File: src/dlr_pkg.sv
// ----------------------------------------------------------------------------
// dlr_pkg
// Shared types and constants of the DDA line rasterizer.
// ----------------------------------------------------------------------------
package dlr_pkg;

   localparam int COORD_W           = 6;
   localparam int COLOR_W           = 8;
   localparam int GRID_SIZE_DEFAULT = 64;

   typedef struct packed {
      logic [COORD_W-1:0] start_x;
      logic [COORD_W-1:0] start_y;
      logic [COORD_W-1:0] end_x;
      logic [COORD_W-1:0] end_y;
      logic [COLOR_W-1:0] red_in;
      logic [COLOR_W-1:0] green_in;
      logic [COLOR_W-1:0] blue_in;
   } req_type;

   typedef struct packed {
      logic [COORD_W-1:0] pixel_x;
      logic [COORD_W-1:0] pixel_y;
      logic [COLOR_W-1:0] red_out;
      logic [COLOR_W-1:0] green_out;
      logic [COLOR_W-1:0] blue_out;
      logic               last_pixel;
   } rsp_type;

   // Controller to datapath
   typedef struct packed {
      logic load;     // capture a new line request
      logic advance;  // step to the next pixel
   } dlr_cmd_type;

   // Datapath to controller
   typedef struct packed {
      logic last;     // the pixel on the output is the final one
   } dlr_status_type;

endpackage

File: src/dlr_ctrl.sv
// ----------------------------------------------------------------------------
// dlr_ctrl
// Handshake controller: accepts a request, walks the line one pixel per
// accepted item, and releases the input side on the final pixel.
// ----------------------------------------------------------------------------
module dlr_ctrl (
   input  logic                    clock,
   input  logic                    reset,
   input  logic                    req_valid,
   output logic                    req_ready,
   output logic                    rsp_valid,
   input  logic                    rsp_ready,
   input  dlr_pkg::dlr_status_type status,
   output dlr_pkg::dlr_cmd_type    cmd
);
   import dlr_pkg::*;

   localparam logic ST_IDLE = 1'b0;
   localparam logic ST_RUN  = 1'b1;

   logic state_ff;
   logic state_in;
   logic rsp_take;
   logic req_take;

   assign rsp_valid = (state_ff == ST_RUN);
   assign rsp_take  = rsp_valid & rsp_ready;
   // A new line may enter while the final pixel of the current one leaves.
   assign req_ready = (state_ff == ST_IDLE) | (rsp_take & status.last);
   assign req_take  = req_valid & req_ready;

   assign cmd.load    = req_take;
   assign cmd.advance = rsp_take & ~status.last;

   always_comb begin
      state_in = state_ff;
      case (state_ff)
         ST_IDLE: begin
            if (req_take) state_in = ST_RUN;
         end
         ST_RUN: begin
            if (rsp_take & status.last & ~req_take) state_in = ST_IDLE;
         end
         default: state_in = ST_IDLE;
      endcase
   end

   always_ff @(posedge clock) begin
      if (reset) begin
         state_ff <= ST_IDLE;
      end else begin
         state_ff <= state_in;
      end
   end

endmodule

File: src/dlr_datapath.sv
// ----------------------------------------------------------------------------
// dlr_datapath
// Per-axis position and remainder accumulators. The position numerator over
// 2*steps is kept as pos*2*steps + rem, with rem in [0, 2*steps).
// ----------------------------------------------------------------------------
module dlr_datapath #(
   parameter int GRID_SIZE = dlr_pkg::GRID_SIZE_DEFAULT
) (
   input  logic                    clock,
   input  logic                    reset,
   input  dlr_pkg::req_type        req_data,
   input  dlr_pkg::dlr_cmd_type    cmd,
   output dlr_pkg::dlr_status_type status,
   output dlr_pkg::rsp_type        rsp_data
);
   import dlr_pkg::*;

   localparam logic [COORD_W-1:0] MAX_COORD = COORD_W'(GRID_SIZE - 1);
   localparam int REM_W = COORD_W + 1;   // 2*steps, up to 126
   localparam int DEL_W = COORD_W + 2;   // signed 2*delta
   localparam int SUM_W = COORD_W + 4;   // signed rem + 2*delta

   typedef struct packed {
      logic [COORD_W-1:0] pos;
      logic [REM_W-1:0]   rem;
   } axis_type;

   function automatic logic [COORD_W-1:0] clamp(input logic [COORD_W-1:0] v);
      return (v > MAX_COORD) ? MAX_COORD : v;
   endfunction

   function automatic axis_type axis_step(input axis_type cur,
                                          input logic signed [DEL_W-1:0] two_d,
                                          input logic [REM_W-1:0] two_s);
      logic signed [SUM_W-1:0] sum;
      axis_type                nxt;
      sum = $signed({{(SUM_W-REM_W){1'b0}}, cur.rem})
            + {{(SUM_W-DEL_W){two_d[DEL_W-1]}}, two_d};
      nxt = cur;
      if (sum >= $signed({{(SUM_W-REM_W){1'b0}}, two_s})) begin
         nxt.rem = REM_W'(sum - $signed({{(SUM_W-REM_W){1'b0}}, two_s}));
         nxt.pos = cur.pos + 1'b1;
      end else if (sum < 0) begin
         nxt.rem = REM_W'(sum + $signed({{(SUM_W-REM_W){1'b0}}, two_s}));
         nxt.pos = cur.pos - 1'b1;
      end else begin
         nxt.rem = REM_W'(sum);
      end
      return nxt;
   endfunction

   logic [COORD_W-1:0]        sx, sy, ex, ey;
   logic signed [COORD_W:0]   dx, dy;
   logic [COORD_W-1:0]        adx, ady, steps;

   axis_type                  ax_ff, ax_in, ay_ff, ay_in;
   logic signed [DEL_W-1:0]   two_dx_ff, two_dy_ff;
   logic [REM_W-1:0]          two_s_ff;
   logic [COORD_W-1:0]        cnt_ff;
   logic [COLOR_W-1:0]        red_ff, green_ff, blue_ff;

   assign sx = clamp(req_data.start_x);
   assign sy = clamp(req_data.start_y);
   assign ex = clamp(req_data.end_x);
   assign ey = clamp(req_data.end_y);
   assign dx = $signed({1'b0, ex}) - $signed({1'b0, sx});
   assign dy = $signed({1'b0, ey}) - $signed({1'b0, sy});
   assign adx = COORD_W'(dx[COORD_W] ? -dx : dx);
   assign ady = COORD_W'(dy[COORD_W] ? -dy : dy);
   assign steps = (adx > ady) ? adx : ady;

   assign ax_in = axis_step(ax_ff, two_dx_ff, two_s_ff);
   assign ay_in = axis_step(ay_ff, two_dy_ff, two_s_ff);

   always_ff @(posedge clock) begin
      if (cmd.load) begin
         ax_ff     <= '{pos: sx, rem: REM_W'(steps)};
         ay_ff     <= '{pos: sy, rem: REM_W'(steps)};
         two_dx_ff <= DEL_W'(dx) <<< 1;
         two_dy_ff <= DEL_W'(dy) <<< 1;
         two_s_ff  <= {steps, 1'b0};
         red_ff    <= req_data.red_in;
         green_ff  <= req_data.green_in;
         blue_ff   <= req_data.blue_in;
      end else if (cmd.advance) begin
         ax_ff <= ax_in;
         ay_ff <= ay_in;
      end
   end

   // Remaining pixels after the one on the output; control state, so reset it.
   always_ff @(posedge clock) begin
      if (reset) begin
         cnt_ff <= '0;
      end else if (cmd.load) begin
         cnt_ff <= steps;
      end else if (cmd.advance) begin
         cnt_ff <= cnt_ff - 1'b1;
      end
   end

   assign status.last = (cnt_ff == '0);

   assign rsp_data.pixel_x    = ax_ff.pos;
   assign rsp_data.pixel_y    = ay_ff.pos;
   assign rsp_data.red_out    = red_ff;
   assign rsp_data.green_out  = green_ff;
   assign rsp_data.blue_out   = blue_ff;
   assign rsp_data.last_pixel = status.last;

endmodule

File: src/dda_line_rasterizer_unit.sv
// ----------------------------------------------------------------------------
// dda_line_rasterizer_unit
// Rasterizes one line request into a stream of pixels.
// ----------------------------------------------------------------------------
// Usage:
//   req_* carries one line: two endpoints and a colour. rsp_* returns
//   steps+1 pixel items, steps = max(|dx|, |dy|), each with the line colour;
//   last_pixel marks the final one. Coordinates above GRID_SIZE-1 are
//   clamped to GRID_SIZE-1.
//   The first pixel is valid in the cycle after the request is taken.
//   Throughput: one pixel per cycle while rsp_ready is high, paced by the
//   pixel registers and the step counter; the next request is taken in
//   the same cycle as the final pixel of the current line leaves.
//   A stalled receiver holds the current pixel on rsp_data and freezes the
//   walk; no request is taken until the final pixel has gone.
//   Reset returns the block to idle, ready for a request; a line in
//   progress is dropped.
// ----------------------------------------------------------------------------
module dda_line_rasterizer_unit #(
   parameter int GRID_SIZE = dlr_pkg::GRID_SIZE_DEFAULT
) (
   input  logic             clock,
   input  logic             reset,
   input  logic             req_valid,
   output logic             req_ready,
   input  dlr_pkg::req_type req_data,
   output logic             rsp_valid,
   input  logic             rsp_ready,
   output dlr_pkg::rsp_type rsp_data
);
   import dlr_pkg::*;

   dlr_cmd_type    cmd;
   dlr_status_type status;

   dlr_ctrl u_ctrl (
      .clock     (clock),
      .reset     (reset),
      .req_valid (req_valid),
      .req_ready (req_ready),
      .rsp_valid (rsp_valid),
      .rsp_ready (rsp_ready),
      .status    (status),
      .cmd       (cmd)
   );

   dlr_datapath #(
      .GRID_SIZE (GRID_SIZE)
   ) u_datapath (
      .clock    (clock),
      .reset    (reset),
      .req_data (req_data),
      .cmd      (cmd),
      .status   (status),
      .rsp_data (rsp_data)
   );

   // A request only enters when no pixel is pending, or the final one leaves.
   a_req_when_free: assert property (@(posedge clock) disable iff (reset)
      (req_valid && req_ready) |->
         (!rsp_valid || (rsp_ready && rsp_data.last_pixel)))
      else $error("request taken while a line is still in progress");

   a_pixel_follows: assert property (@(posedge clock) disable iff (reset)
      (req_valid && req_ready) |=> rsp_valid)
      else $error("no pixel after an accepted request");

   // Consecutive pixels of one line differ by at most one column and keep the same red value.
   a_pixel_step: assert property (@(posedge clock) disable iff (reset)
      (rsp_valid && rsp_ready && !rsp_data.last_pixel) |=>
         (rsp_valid && $stable(rsp_data.red_out) &&
          ((COORD_W'(rsp_data.pixel_x - $past(rsp_data.pixel_x)) == COORD_W'(0)) ||
           (COORD_W'(rsp_data.pixel_x - $past(rsp_data.pixel_x)) == COORD_W'(1)) ||
           (COORD_W'(rsp_data.pixel_x - $past(rsp_data.pixel_x)) == {COORD_W{1'b1}}))))
      else $error("pixel walk jumped by more than one column");

endmodule
File: config.mk
export PLATFORM = sky130hd
export DESIGN_NAME = dda_line_rasterizer_unit
export DESIGN_NICKNAME = d
export VERILOG_FILES = /design/src/dlr_pkg.sv /design/src/dlr_ctrl.sv /design/src/dlr_datapath.sv /design/src/dda_line_rasterizer_unit.sv
export SDC_FILE = /design/constraint.sdc
export NUM_CORES = 1
export LEC_CHECK = 0
export BUFFER_PORTS_ARGS = -buffer_cell sky130_fd_sc_hd__buf_4
export CORE_MARGIN = 10
export CORE_UTILIZATION = 55
export CTS_BUF_LIST = sky130_fd_sc_hd__clkbuf_4 sky130_fd_sc_hd__clkbuf_8
export CTS_CLUSTER_DIAMETER = 100
export CTS_CLUSTER_SIZE = 10
export DETAILED_ROUTE_END_ITERATION = 8
export GPL_ROUTABILITY_DRIVEN = 0
export HOLD_SLACK_MARGIN = 0.12
export PLACE_DENSITY = 0.81
export SYNTH_ARGS = -nofsm -noshare
export SYNTH_HDL_FRONTEND = slang
export SYNTH_HIERARCHICAL = 1
export SYNTH_SLANG_ARGS = --single-unit
export TNS_END_PERCENT = 100
File: constraint.sdc
create_clock -name clock -period 11.1 [get_ports clock]
set_clock_uncertainty 0.05 [all_clocks]
set_input_delay 1.11 -clock clock [delete_from_list [all_inputs] [get_ports clock]]
set_output_delay 1.11 -clock clock [all_outputs]
set_load 0.05 [all_outputs]
Yosys cells after proc, flatten, opt, wreduce, memory -nomap -nowiden
Cells that the tools add are included.

Bits in registers: 77. Output and inout port bits: 39.

Add/subtract/negate cells: 15. $lt $le $gt $ge: 9. Mux-type cells: 22. Bitwise gates (word level): 9. Reductions and logical operators: 6.

Operators by type and width (count): $mux W13 (6); $mux W6 (11); $gt A6 B6 Y1 const B (4); $add A8 B8 Y9 (2); $ge A9 B8 Y1 (2); $lt A9 B1 Y1 const B (2); $sub A6 B1 Y6 const B (3); $add A7 B7 Y7 (2); $mux W7 (2); $sub A6 B6 Y7 (2); $sub A7 B7 Y7 (2); $add A6 B1 Y6 const B (2); $neg A6 Y6 (2); $gt A6 B6 Y1 (1); $logic_not A6 Y1 (1); $reduce_bool A3 Y1 (2); $and A1 B1 Y1 (5); $reduce_and A2 Y1 (2); $not A1 Y1 (3); $mux W1 (2); $pmux W1 S2 (1); $reduce_bool A2 Y1 (1); $or A1 B1 Y1 (1).

Depth between registers and ports, before layout
Depth after elaboration: 8. Gate-level depth with buffers: 19. Depth with buffers taken out: 19.

Cells and area by module
Netlist, hierarchy kept.

By module, submodules not included: dlr_datapath (times used 1, cells each 565, area an instance 5649.2 µm²); dlr_ctrl (times used 1, cells each 7, area an instance 72.6 µm²).

Worst setup path after synthesis
No wires, ideal clock.

Path type: input port to flip-flop. Start point: in req_data[36] (netlist bit). End point: reg u_datapath/ax_ff[5] (netlist bit) (data pin). Setup time: 272 ps. Arrival time: 4088 ps. Data required time: 10778 ps. Path slack: 6690 ps. Stages: 15. Cells stage by stage: clkbuf_1 > ha_1 > inv_1 > fa_1 > a211oi_2 > o21bai_1 > a21oi_1 > o31ai_1 > xor2_1 > ha_1 > nand3_1 > o21bai_1 > o31ai_4 > mux2i_2 > o22ai_1.

RTL lines: from (decl) (line dda_line_rasterizer_unit.sv:26) `input dlr_pkg::req_type req_data,`; $gt A6 B6 Y1 (line dlr_datapath.sv:29) `return (v > MAX_COORD) ? MAX_COORD : v;`; $mux W6 * (line dlr_datapath.sv:29); $sub A6 B6 Y7 * (line dlr_datapath.sv:67) `assign dy = $signed({1'b0, ey}) - $signed({1'b0, sy});`; net u_datapath.dy[6] (line dlr_datapath.sv:53) `logic signed [COORD_W:0] dx, dy;`; $mux W6 * (line dlr_datapath.sv:69) `assign ady = COORD_W'(dy[COORD_W] ? -dy : dy);`; $gt A6 B6 Y1 (line dlr_datapath.sv:70) `assign steps = (adx > ady) ? adx : ady;`; $mux W6 * (line dlr_datapath.sv:70); $mux W13 * (line dlr_datapath.sv:76) `if (cmd.load) begin`; to (signal assigned) (line dlr_datapath.sv:77) `ax_ff <= '{pos: sx, rem: REM_W'(steps)};`; to (signal assigned) (line dlr_datapath.sv:86) `ax_ff <= ax_in;`; to (decl) (line dlr_datapath.sv:56) `axis_type ax_ff, ax_in, ay_ff, ay_in;`.

The timed path passes the listed nets; every way through them passes the cells marked *. A chain may end at the register's enable or synchronous reset.

Worst setup path after layout
Start point: reg u_datapath.two_dx_ff[2]. End point: reg u_datapath.ax_ff (netlist bit u_datapath/rsp_data[36]) (data pin).

Cells in the longest elaborated chain, start to end: 5.

Ends and longest elaborated chain: from (decl) (line dlr_datapath.sv:57) `logic signed [DEL_W-1:0] two_dx_ff, two_dy_ff;`; from (signal assigned) (line dlr_datapath.sv:79) `two_dx_ff <= DEL_W'(dx) <<< 1;`; $add A8 B8 Y9 (line dlr_datapath.sv:38) `+ {{(SUM_W-DEL_W){two_d[DEL_W-1]}}, two_d};`; $ge A9 B8 Y1 (line dlr_datapath.sv:40) `if (sum >= $signed({{(SUM_W-REM_W){1'b0}}, two_s})) begin`; $mux W13 (line dlr_datapath.sv:40); $mux W13 (line dlr_datapath.sv:85) `end else if (cmd.advance) begin`; $mux W13 (line dlr_datapath.sv:76).

No other way between the ends. The select of a mux whose other input is x is not followed.

==> impl_metrics.ini <==
[timing]
max_freq_mhz = 199
tightest_slew_ps = 733
final.setup.tns_ps = 0
rsz0062_at_grt = no
final_hold_viol_count = 0
finalMaxSlewViolations = 0
period_minus_slack_ps = 5030
period_share = 0.453
max-slew-margin-rel = 0.511
hold_slack_ps = 434
setup_viol = 0
setup_ws_ps = 6070

[worst_hold_path]
hold_start = u_datapath/ay_ff[6]
min_path_type = register to register
min_path_cells = 2
min_to = u_datapath/ay_ff[6]

[critical_path]
cp_data_arrival_time_ps = 5060
end_kind = register
path_class = register to register
rrSetupSlack_ps = 6070
required_ps = 11130
r2r_start = u_datapath/two_dx_ff[2]
r2r_cells = 18
worstPathMaxFanout = 8
r2r-end = u_datapath/rsp_data[36]
cp-start-kind = register

[yosys]
synth_xor_area_frac = 0.0689
synthSimpleGateAreaFrac = 0.0997
synth.distinct_cells = 60
yosysWarnings = 6
synthTopCellsByArea = edfxtp_1 (35%), ha_1 (14%), xnor2_1 (4.3%)
yosys.area.top_type = edfxtp_1
synthAdderAreaFrac = 0.175
synth_area_per_cell_um2 = 10.0
synth_fp_nets = 698
synth-seq-cells = 76
ys_seq_area_frac = 0.383
synth_compound_area_frac = 0.166
synth_top_area_frac = 0.352
syn_inst = 572
synth_edf_count = 67
synth_area_um2 = 5720
synthArstFlopShare = 0
synth_top_family_by_area = adder cells
synth_flop_cell = edfxtp_1
synthMuxAreaShare = 0.0332

[detailed_routing]
ant_nets = 0
vias = 4567
route.detailed.drc = 0
wl_per_cell_um = 18.6
initialDrtViolationCount = 301
routed_wl_mm = 14.5
detail_route.first_pass.iterations = 5
viasPerCell = 5.86

[global_routing]
grt_pass1_vias = 4614
globalRouteTotalUtil = 0.192
grt_max_degree = 61
antenna_found_initial = 0
grt_pass1_wl_mm = 22.7
overflow = 0

[final_layout]
final_util = 0.648
area_growth_pct = 15.9
layout.nets = 764
num_antenna_cells = 0
stdcell_count = 779
fill_cells = 768
design_area_um2 = 6630
final_layout_size_suffix_gt1_frac = 0.199

[cts]
cts_resized = 0
clock-sinks = 76
clock_latency_ps = 360
cts_max_path_buffers = 2
postCtsHoldBufs = 0
cts-htree-levels = 3
cts_tree = done
cts_setup_buffers = 0
path_clk_slew_ps = 80
cts_buffers = 9
clockRootBuffer = clkbuf_8

[placed_design]
placed_area_um2 = 6390
dp.cells = 763
hpwl_mm = 11.5
dp_slack_ps = 6110
port_buffers = 90

[power_and_ir_drop]
vdd_drop_max_v = 0.000176
pwr_density_cell_nw_per_um2 = 326
power.leakage_nw = 2.90
power_mw = 2.16

[die]
io_pins = 91
dieHeight_um = 122
dieArea_um2 = 14900
placementRows = 37
core_um2 = 10200
start_util = 0.559
die_x_um = 122

[run_status]
outcome = finished, final reports clean

[flow_run]
cap_violations = 0
==> worst max-delay path by stage <==
stage / start / to / slack (ps) / cells past startpoint
after floorplan: req_data[36] / u_datapath/ax_ff[5] / 6690 / 15
after global placement: req_data[30] / u_datapath/cnt_ff[0] / 6270 / 17
after detailed placement: req_data[24] / u_datapath/cnt_ff[0] / 6110 / 17
after CTS: u_datapath/two_dx_ff[2] / u_datapath/rsp_data[36] / 6090 / 18
after global routing: u_datapath/two_dx_ff[2] / u_datapath/rsp_data[36] / 5730 / 18
final: u_datapath/two_dx_ff[2] / u_datapath/rsp_data[36] / 6070 / 18
==> where the power goes <==
part	leakage, nW	total (mW)	switching, mW	internal (mW)
Clock	0.124	0.257	0.105	0.153
Combinational	2.05	1.45	0.859	0.594
Sequential	0.726	0.449	0.0491	0.400
Total	2.90	2.16	1.01	1.15
==> cells in the mapped netlist, drive strengths merged, types with 3 or more instances <==
master and count:
nand4 3, xnor2 28, nand2b 8, a21oi 36
nor4 6, nand2 32, dfxtp 9, fa 10
ha 64, o22ai 12, o21bai 7, o31ai 6
edfxtp 67, nor2b 7, o21ai 33, mux2i 13
o21a 4, xor2 17, a311oi 3, a21o 6
nor2 41, nand3 5, mux2 5, buf 17
nor3 5, o211ai 5, clkbuf 20, inv 61
a211oi 9, and2 3, a31oi 4
==> logic make-up (layout without fill, tap and decap cells) <==
family | Yosys count | in the layout
DFF | 76 | 76
buffers and inverters | 98 | 169
xor gates and xnor gates | 45 | 45
and+or+nand+nor | 120 | 120
AOI/OAI and AO/OA | 141 | 141
adders and majority gates | 74 | 74
muxes | 18 | 18
==> cells in the final DEF (no fill, tap or decap), drive strengths merged, types with 5 or more instances in the layout <==
cell and count:
nor2 41, dfxtp 9, o21ai 33, a211oi 9, edfxtp 67, o31ai 6, inv 62, clkbuf 10
buf 92, o22ai 12, o21bai 7, fa 10, mux2i 13, mux2 5, xor2 17, nor4 6
a21o 6, nor2b 7, nand2 32, xnor2 28, nor3 5, a21oi 36, nand2b 8, nand3 5
ha 64, o211ai 5
==> state kept, by name (all words and copies together) (netlist names), 6 cells and up <==
signal,cells
u_datapath/ax_ff,7
u_datapath/ay_ff,6
u_datapath/blue_ff,8
u_datapath/cnt_ff,6
u_datapath/green_ff,8
u_datapath/red_ff,8
u_datapath/rsp_data,12
u_datapath/two_dx_ff,7
u_datapath/two_dy_ff,7
u_datapath/two_s_ff,6
==> metal layers <==
layer / global-route usage / wire, µm / part of all wire
met2: 0.337 / 7590 / 0.52
met3: 0.0379 / 986 / 0.068
met5: 0 / 0 / 0
met4: 0.0924 / 452 / 0.031
met1: 0.219 / 5500 / 0.38
==> area by class of cell <==
type                       instances  area, µm²  area share
sequential                        76       2190       0.331
clock inverter                     6        113      0.0170
multi-input combinational        398       3110       0.468
clock buffer                      10        131      0.0198
tap                              136        170      0.0257
inverter                          61        229      0.0345
timing repair buffer              92        691       0.104
==> critical path, stage by stage, from the launching register on <==
cell	delay, ps
edfxtp_1	450
ha_1	320
a211oi_1	310
nor2_1	80
a21oi_1	240
ha_1	360
a21oi_1	170
o21ai_0	150
a31oi_1	230
nand4_1	380
nand2_1	480
ha_1	310
a21o_1	180
a21oi_1	250
o21bai_1	90
a21oi_1	260
xnor2_1	200
xnor2_1	150
o22ai_1	80
(Power assumes the default switching activity.)
